File: src/hw/rtl/swtl_pkg.sv
package swtl_pkg;

  // Field widths of one beat
  localparam int IDX_W        = 14;
  localparam int LOW_W        = 60;
  localparam int HIGH_W       = 15;
  localparam int LEN_W        = 4;
  localparam int COUNT_W      = 15;
  localparam int CODE_W       = 5;
  localparam int LOW_LETTERS  = 12;
  localparam int LETTER_SLOTS = 15;
  localparam int KEY_W        = CODE_W * LETTER_SLOTS;

  // Stream packing
  localparam int IN_DATA_W  = 96;
  localparam int OUT_DATA_W = 16;
  localparam int IDX_LSB    = 0;
  localparam int LOW_LSB    = IDX_LSB + IDX_W;
  localparam int HIGH_LSB   = LOW_LSB + LOW_W;
  localparam int LEN_LSB    = HIGH_LSB + HIGH_W;

  // Command codes carried in tuser
  localparam logic CMD_LOAD  = 1'b0;
  localparam logic CMD_QUERY = 1'b1;

  typedef struct packed {
    logic [LOW_W-1:0]  letters_low;
    logic [HIGH_W-1:0] letters_high;
    logic [LEN_W-1:0]  length;
  } entry_t;

  // Order of the query word against a table word
  typedef enum logic [1:0] {
    ORD_LESS,
    ORD_EQUAL,
    ORD_GREATER
  } order_t;

  typedef enum logic [1:0] {
    ST_IDLE,
    ST_SEARCH,
    ST_HOLD
  } state_t;

  // Pick one letter code out of a word
  function automatic logic [CODE_W-1:0] letter_at(entry_t e, int unsigned i);
    logic [CODE_W-1:0] c;
    if (i < LOW_LETTERS) begin
      c = e.letters_low[CODE_W*i +: CODE_W];
    end else begin
      c = e.letters_high[CODE_W*(i-LOW_LETTERS) +: CODE_W];
    end
    return c;
  endfunction

endpackage

File: src/hw/rtl/swtl_cmp.sv
module swtl_cmp import swtl_pkg::*; (
  input  entry_t query,
  input  entry_t entry,
  output order_t ord
);

  logic [LEN_W-1:0] n;
  logic [KEY_W-1:0] qkey;
  logic [KEY_W-1:0] ekey;

  // Line letters up with letter 0 most significant, blank past the shorter length
  always_comb begin
    n = (query.length < entry.length) ? query.length : entry.length;
    for (int i = 0; i < LETTER_SLOTS; i++) begin
      if (LEN_W'(i) < n) begin
        qkey[KEY_W-1-CODE_W*i -: CODE_W] = letter_at(query, i);
        ekey[KEY_W-1-CODE_W*i -: CODE_W] = letter_at(entry, i);
      end else begin
        qkey[KEY_W-1-CODE_W*i -: CODE_W] = '0;
        ekey[KEY_W-1-CODE_W*i -: CODE_W] = '0;
      end
    end
  end

  // Letters decide first, then the shorter word sorts first
  always_comb begin
    if (qkey < ekey) begin
      ord = ORD_LESS;
    end else if (qkey > ekey) begin
      ord = ORD_GREATER;
    end else if (query.length < entry.length) begin
      ord = ORD_LESS;
    end else if (query.length > entry.length) begin
      ord = ORD_GREATER;
    end else begin
      ord = ORD_EQUAL;
    end
  end

endmodule

File: src/hw/rtl/swtl_ctrl.sv
module swtl_ctrl import swtl_pkg::*; #(
  parameter int TABLE_DEPTH = 16384,
  parameter int MAX_LETTERS = 15,
  parameter int AW          = 14
) (
  input  logic                  clk,
  input  logic                  rst,
  input  logic                  cfg_wr_en,
  input  logic [COUNT_W-1:0]    cfg_wr_data,
  input  logic                  s_axis_tvalid,
  output logic                  s_axis_tready,
  input  logic [IN_DATA_W-1:0]  s_axis_tdata,
  input  logic                  s_axis_tuser,
  output logic                  m_axis_tvalid,
  input  logic                  m_axis_tready,
  output logic [OUT_DATA_W-1:0] m_axis_tdata,
  output logic                  m_axis_tuser,
  output logic                  mem_wr_en,
  output logic [AW-1:0]         mem_wr_addr,
  output entry_t                mem_wr_data,
  output logic                  mem_rd_en,
  output logic [AW-1:0]         mem_rd_addr,
  input  entry_t                mem_rd_data
);

  // Bounds run up to the depth itself, so one bit more than an address
  localparam int NW = AW + 1;
  localparam int SW = NW + 1;
  localparam int CW = (NW > COUNT_W) ? NW : COUNT_W;
  localparam int IW = (NW > IDX_W + 1) ? NW : IDX_W + 1;

  state_t              state;
  state_t              state_next;
  logic [COUNT_W-1:0]  word_count;
  entry_t              query;
  entry_t              in_entry;
  logic [LEN_W-1:0]    in_len;
  logic [NW-1:0]       lo_b;
  logic [NW-1:0]       hi_b;
  logic [AW-1:0]       cur_mid;
  logic [NW-1:0]       lo_b_next;
  logic [NW-1:0]       hi_b_next;
  logic [AW-1:0]       cur_mid_next;
  logic                pend_found;
  logic [IDX_W-1:0]    pend_idx;
  logic                out_found;
  logic [IDX_W-1:0]    out_idx;
  logic                acc;
  logic                is_query;
  logic [IW-1:0]       idx_ext;
  logic [CW-1:0]       count_ext;
  logic [NW-1:0]       n;
  logic [AW-1:0]       start_mid;
  logic [NW-1:0]       mid_ext;
  logic [NW-1:0]       gt_lo;
  logic                gt_empty;
  logic [AW-1:0]       gt_mid;
  logic                lt_empty;
  logic [AW-1:0]       lt_mid;
  logic                out_free;
  logic                fin;
  logic                fin_found;
  logic [IDX_W-1:0]    fin_idx;
  logic                query_load;
  logic                out_load;
  logic                pend_load;
  logic                out_src_pend;
  order_t              ord;

  swtl_cmp u_cmp (
    .query (query),
    .entry (mem_rd_data),
    .ord   (ord)
  );

  // Unpack the input beat and clamp the length
  always_comb begin
    in_len = s_axis_tdata[LEN_LSB +: LEN_W];
    if (in_len > LEN_W'(MAX_LETTERS)) begin
      in_len = LEN_W'(MAX_LETTERS);
    end
    in_entry.letters_low  = s_axis_tdata[LOW_LSB +: LOW_W];
    in_entry.letters_high = s_axis_tdata[HIGH_LSB +: HIGH_W];
    in_entry.length       = in_len;
  end

  assign s_axis_tready = (state == ST_IDLE);
  assign acc           = s_axis_tvalid && s_axis_tready;
  assign is_query      = (s_axis_tuser == CMD_QUERY);

  // Loads go straight to the table; out-of-range indexes are dropped
  assign idx_ext     = IW'(s_axis_tdata[IDX_LSB +: IDX_W]);
  assign mem_wr_en   = acc && !is_query && (idx_ext < IW'(TABLE_DEPTH));
  assign mem_wr_addr = AW'(idx_ext);
  assign mem_wr_data = in_entry;

  // Entries searched: word_count capped at the depth
  assign count_ext = CW'(word_count);
  assign n         = (count_ext > CW'(TABLE_DEPTH)) ? NW'(TABLE_DEPTH) : NW'(count_ext);
  assign start_mid = AW'((n - NW'(1)) >> 1);

  // Both candidate next probes, worked out alongside the compare
  assign mid_ext  = NW'(cur_mid);
  assign gt_lo    = mid_ext + NW'(1);
  assign gt_empty = (gt_lo >= hi_b);
  assign gt_mid   = AW'((SW'(mid_ext) + SW'(hi_b)) >> 1);
  assign lt_empty = (lo_b >= mid_ext);
  assign lt_mid   = AW'((SW'(lo_b) + SW'(mid_ext) - SW'(1)) >> 1);

  assign out_free = !m_axis_tvalid || m_axis_tready;

  // Next state, probe address and finish event
  always_comb begin
    state_next   = state;
    lo_b_next    = lo_b;
    hi_b_next    = hi_b;
    cur_mid_next = cur_mid;
    mem_rd_en    = 1'b0;
    mem_rd_addr  = start_mid;
    fin          = 1'b0;
    fin_found    = 1'b0;
    fin_idx      = '0;
    query_load   = 1'b0;
    out_load     = 1'b0;
    pend_load    = 1'b0;
    out_src_pend = 1'b0;
    unique case (state)
      ST_IDLE: begin
        if (acc && is_query) begin
          query_load = 1'b1;
          lo_b_next  = '0;
          hi_b_next  = n;
          if (n == '0) begin
            fin = 1'b1;
          end else begin
            mem_rd_en    = 1'b1;
            mem_rd_addr  = start_mid;
            cur_mid_next = start_mid;
            state_next   = ST_SEARCH;
          end
        end
      end
      ST_SEARCH: begin
        unique case (ord)
          ORD_EQUAL: begin
            fin       = 1'b1;
            fin_found = 1'b1;
            fin_idx   = IDX_W'(cur_mid);
          end
          ORD_GREATER: begin
            if (gt_empty) begin
              fin = 1'b1;
            end else begin
              lo_b_next    = gt_lo;
              mem_rd_en    = 1'b1;
              mem_rd_addr  = gt_mid;
              cur_mid_next = gt_mid;
            end
          end
          ORD_LESS: begin
            if (lt_empty) begin
              fin = 1'b1;
            end else begin
              hi_b_next    = mid_ext;
              mem_rd_en    = 1'b1;
              mem_rd_addr  = lt_mid;
              cur_mid_next = lt_mid;
            end
          end
          default: begin
            fin = 1'b1;
          end
        endcase
      end
      ST_HOLD: begin
        if (out_free) begin
          out_load     = 1'b1;
          out_src_pend = 1'b1;
          state_next   = ST_IDLE;
        end
      end
      default: begin
        state_next = ST_IDLE;
      end
    endcase
    // Hand a finished answer to the output, or park it while the output is full
    if (fin) begin
      if (out_free) begin
        out_load   = 1'b1;
        state_next = ST_IDLE;
      end else begin
        pend_load  = 1'b1;
        state_next = ST_HOLD;
      end
    end
  end

  // State, output valid and word_count
  always_ff @(posedge clk) begin
    if (rst) begin
      state         <= ST_IDLE;
      m_axis_tvalid <= 1'b0;
      word_count    <= '0;
    end else begin
      state <= state_next;
      if (out_load) begin
        m_axis_tvalid <= 1'b1;
      end else if (m_axis_tready) begin
        m_axis_tvalid <= 1'b0;
      end
      if (cfg_wr_en) begin
        word_count <= cfg_wr_data;
      end
    end
  end

  // Search bounds, query word and answers
  always_ff @(posedge clk) begin
    lo_b    <= lo_b_next;
    hi_b    <= hi_b_next;
    cur_mid <= cur_mid_next;
    if (query_load) begin
      query <= in_entry;
    end
    if (pend_load) begin
      pend_found <= fin_found;
      pend_idx   <= fin_idx;
    end
    if (out_load) begin
      out_found <= out_src_pend ? pend_found : fin_found;
      out_idx   <= out_src_pend ? pend_idx : fin_idx;
    end
  end

  assign m_axis_tuser = out_found;
  assign m_axis_tdata = OUT_DATA_W'(out_idx);

endmodule

File: config.mk
export PLATFORM = sky130hd
export DESIGN_NAME = swtl_ctrl
export DESIGN_NICKNAME = d
export VERILOG_FILES = /design/src/hw/rtl/swtl_pkg.sv /design/src/hw/rtl/swtl_cmp.sv /design/src/hw/rtl/swtl_ctrl.sv
export SDC_FILE = /design/constraint.sdc
export NUM_CORES = 1
export LEC_CHECK = 0
export BUFFER_PORTS_ARGS = -buffer_cell sky130_fd_sc_hd__buf_2
export CAP_MARGIN = 15
export CORE_ASPECT_RATIO = 1.2
export CORE_MARGIN = 4
export CORE_UTILIZATION = 40
export DETAILED_ROUTE_END_ITERATION = 6
export PLACE_DENSITY = 0.75
export SLEW_MARGIN = 10
export SYNTH_ARGS = -nofsm -noshare
export SYNTH_HDL_FRONTEND = slang
export SYNTH_SLANG_ARGS = --single-unit
export TNS_END_PERCENT = 50
File: constraint.sdc
create_clock -name clk -period 5.48 [get_ports clk]
set_input_delay 0.274 -clock clk [delete_from_list [all_inputs] [get_ports clk]]
set_output_delay 0.274 -clock clk [all_outputs]
set_load 0.03 [all_outputs]
==> impl_metrics.json <==
{
  "status": "completed",
  "drive_above_1_share_pct": 30.1,
  "grt_pass1_vias": 10307,
  "wl_per_cell_microns": 18.4,
  "cts.sinks": 171,
  "slew_headroom_pct": 27.4,
  "avgSynthCellArea_sq_um": 9.74,
  "reg2reg_depth": 21,
  "fmaxAchievable_mhz": 185,
  "synthCells": 1298,
  "cp_max_fo": 8,
  "start_util_pct": 40.4,
  "synth_edf_count": 153,
  "worstMarginPinSlew_ns": 1.09,
  "crit_path_cell_trace": "ha_4, nor2b_4, o21ai_2, nand2b_1, a21oi_4, o21ai_2, buf_6, buf_6, or3_4, buf_4, nand2_2, ha_4, and3_4, nand4_1, buf_6, a211oi_2, a211o_1, a221oi_4, o31ai_4, buf_6, nand2_4, nand2_1, o221ai_1, buf_4",
  "overflow": 0,
  "cts_buffers": 17,
  "drc": 0,
  "worst_path_max_delay_cell": "edfxtp_1",
  "period_share_pct": 98.9,
  "cp-end-kind": "output port",
  "wl_microns": 36200,
  "io_buffers": 290,
  "async_flop_share_pct": 0,
  "cts_tree": "yes",
  "place_ws_ns": -0.120,
  "yosys_warnings": 0,
  "core_sq_um": 31300,
  "p_leak_uw": 0.00699,
  "p_total_uw": 4440,
  "crit_buf_inv": 6,
  "synth_cell_type_count": 72,
  "num_rows": 71,
  "hp-class": "primary input to flip-flop",
  "yosysMostFrequentCell": "edfxtp_1",
  "dp_hpwl_microns": 28100,
  "holdPathStages": 1,
  "synth_area_leaders": "edfxtp_1 (36%), ha_1 (15%), buf_4 (5.8%)",
  "timing.final.ws_setup_ns": 0.0622,
  "grt_usage_pct": 20.0,
  "yosysTopAreaCell": "edfxtp_1",
  "num-nets-final": 1902,
  "place_congestion": 0.930,
  "finalHoldViolations": 0,
  "antenna_found_initial": 1,
  "rsz0062_at_grt": "true",
  "required_ns": 5.21,
  "synth_top_area_share_pct": 36.3,
  "syn_area_sq_um": 12600,
  "die_x_microns": 170,
  "ys_seq_area_share_pct": 39.2,
  "grt_max_degree": 81,
  "cts_max_level": 4,
  "synth_commonest_cells": "edfxtp_1 (153), ha_1 (151), nand2_1 (136), buf_4 (97), and2_1 (94)",
  "ir_drop_mv": 0.172,
  "vias_per_cell": 5.30,
  "ant_nets": 0,
  "worstSkewPairLatency_ns": 0.45,
  "die_y_microns": 203,
  "finalCriticalPeriod_ns": 5.42,
  "setup_viol": 0,
  "synth_seq_cells": 171,
  "drv_slew": 0,
  "crit_type": "flip-flop to output port",
  "cp.arrival_ns": 5.14,
  "vias": 10440,
  "root_buffer": "clkbuf_16",
  "syn2layout_area_growth_pct": 22.3,
  "path_clk_slew_ns": 0.08,
  "skew_ns": 0.0167,
  "grt_first_pass_wirelength_microns": 54100,
  "ios": 324,
  "cp_top_family": "compound AO/OA/AOI/OAI gates",
  "start_kind": "flip-flop",
  "worst_path_most_repeated_cell": "buf_6",
  "cp_num_cells": 24,
  "first_iter_violations": 532,
  "cellPowerDensity_nw_per_um2": 287,
  "first_pass_iters": 7,
  "cpPeakStageDelay_ns": 0.45,
  "fill_cells": 2868,
  "cap_violations": 0,
  "ys.flop_type": "edfxtp_1",
  "fp.dieArea_sq_um": 34500,
  "clockBufferDepth": 2
}
[routing by layer]
| layer | track usage, % | part of all wire (%) | vias to the layer above |
|---|---|---|---|
| li1 | - | - | 5045 |
| met1 | 26.8 | 44 | 5018 |
| met4 | 6.65 | 2.2 | 0 |
| met5 | 0 | 0 | - |
| met2 | 33.2 | 49 | 326 |
| met3 | 2.86 | 4.8 | 51 |
[report_power, final]
group          leakage, uW  switching [uW]  total (uW)  internal [uW]
Sequential         0.00154            68.4        1590           1530
Combinational      0.00518            1010        1690            683
Clock             0.000267             560        1150            591
[cells by family after synthesis]
logic type	count (synthesis)	share of synthesized area [%]
adder cells (fa/ha/maj)	153	15.3
AO/OA/AOI/OAI	236	12.1
multiplexers	29	2.30
AND/OR/NAND/NOR	446	18.5
other	1	0.0297
buffers and inverters	217	9.55
flip-flops	171	39.2
XOR/XNOR	45	3.12
[worst paths after layout]
kind                         end  slack [ns]              from
setup / recovery  mem_rd_addr[8]        0.06          query[1]
hold reg to reg       out_idx[7]        0.52       pend_idx[7]
setup reg to reg      out_idx[0]        0.47          query[1]
hold / removal         query[60]        0.01  s_axis_tdata[55]
[registers in the layout (all words and copies together), names as in the netlist, 2 cells and up]
| register | flops |
|---|---|
| query | 79 |
| count_ext | 15 |
| hi_b | 15 |
| lo_b | 15 |
| cur_mid | 14 |
| out_idx | 14 |
| pend_idx | 14 |
| state | 2 |
[final cells by class]
cell class | instances | area, sq um | area share (%)
clock inverter | 14 | 114 | 0.737
timing repair buffer | 361 | 2140 | 13.8
antenna | 1 | 2.50 | 0.0162
multi-input combinational | 916 | 6990 | 45.2
inverter | 86 | 324 | 2.10
sequential | 171 | 4950 | 32.1
tap | 401 | 502 | 3.25
clock buffer | 18 | 429 | 2.78
[through the flow]
stage	instances	setup TNS (ns)	utilization [%]	hold slack, ns	area (sq um)
after CTS	1946	-0.00368	47.4	0.000219	14800
after detailed placement	1894	-0.832	44.8	0.464	14000
after global routing	1968	-0.893	49.4	0.00127	15500
after global placement	1894	-0.00469	44.8	0.463	14000
after floorplan	1299	0	-	0.373	12600
final	1968	0	49.4	0.0114	15500
[cells in the final DEF (no fill, tap or decap), types with 21 or more instances in the layout]
master	count
o21ai_0	41
a21oi_1	54
mux2i_1	29
inv_1	85
buf_4	48
ha_1	143
nand2b_1	24
edfxtp_1	153
nand4_1	23
nor2_1	54
and2_1	87
buf_2	281
nand2_1	133
and3_1	21
a21o_1	30
nand3_1	24
xnor2_1	31
[repair_timing]
action,CTS,global route
endpoints found under the hold margin,12,0
endpoints found under the setup margin,44,34
resized for setup,29,108
gates cloned,1,5
hold buffers,12,0
setup buffers,7,17
pin swaps,10,38
No activity file was read; power rests on OpenSTA's default activity.
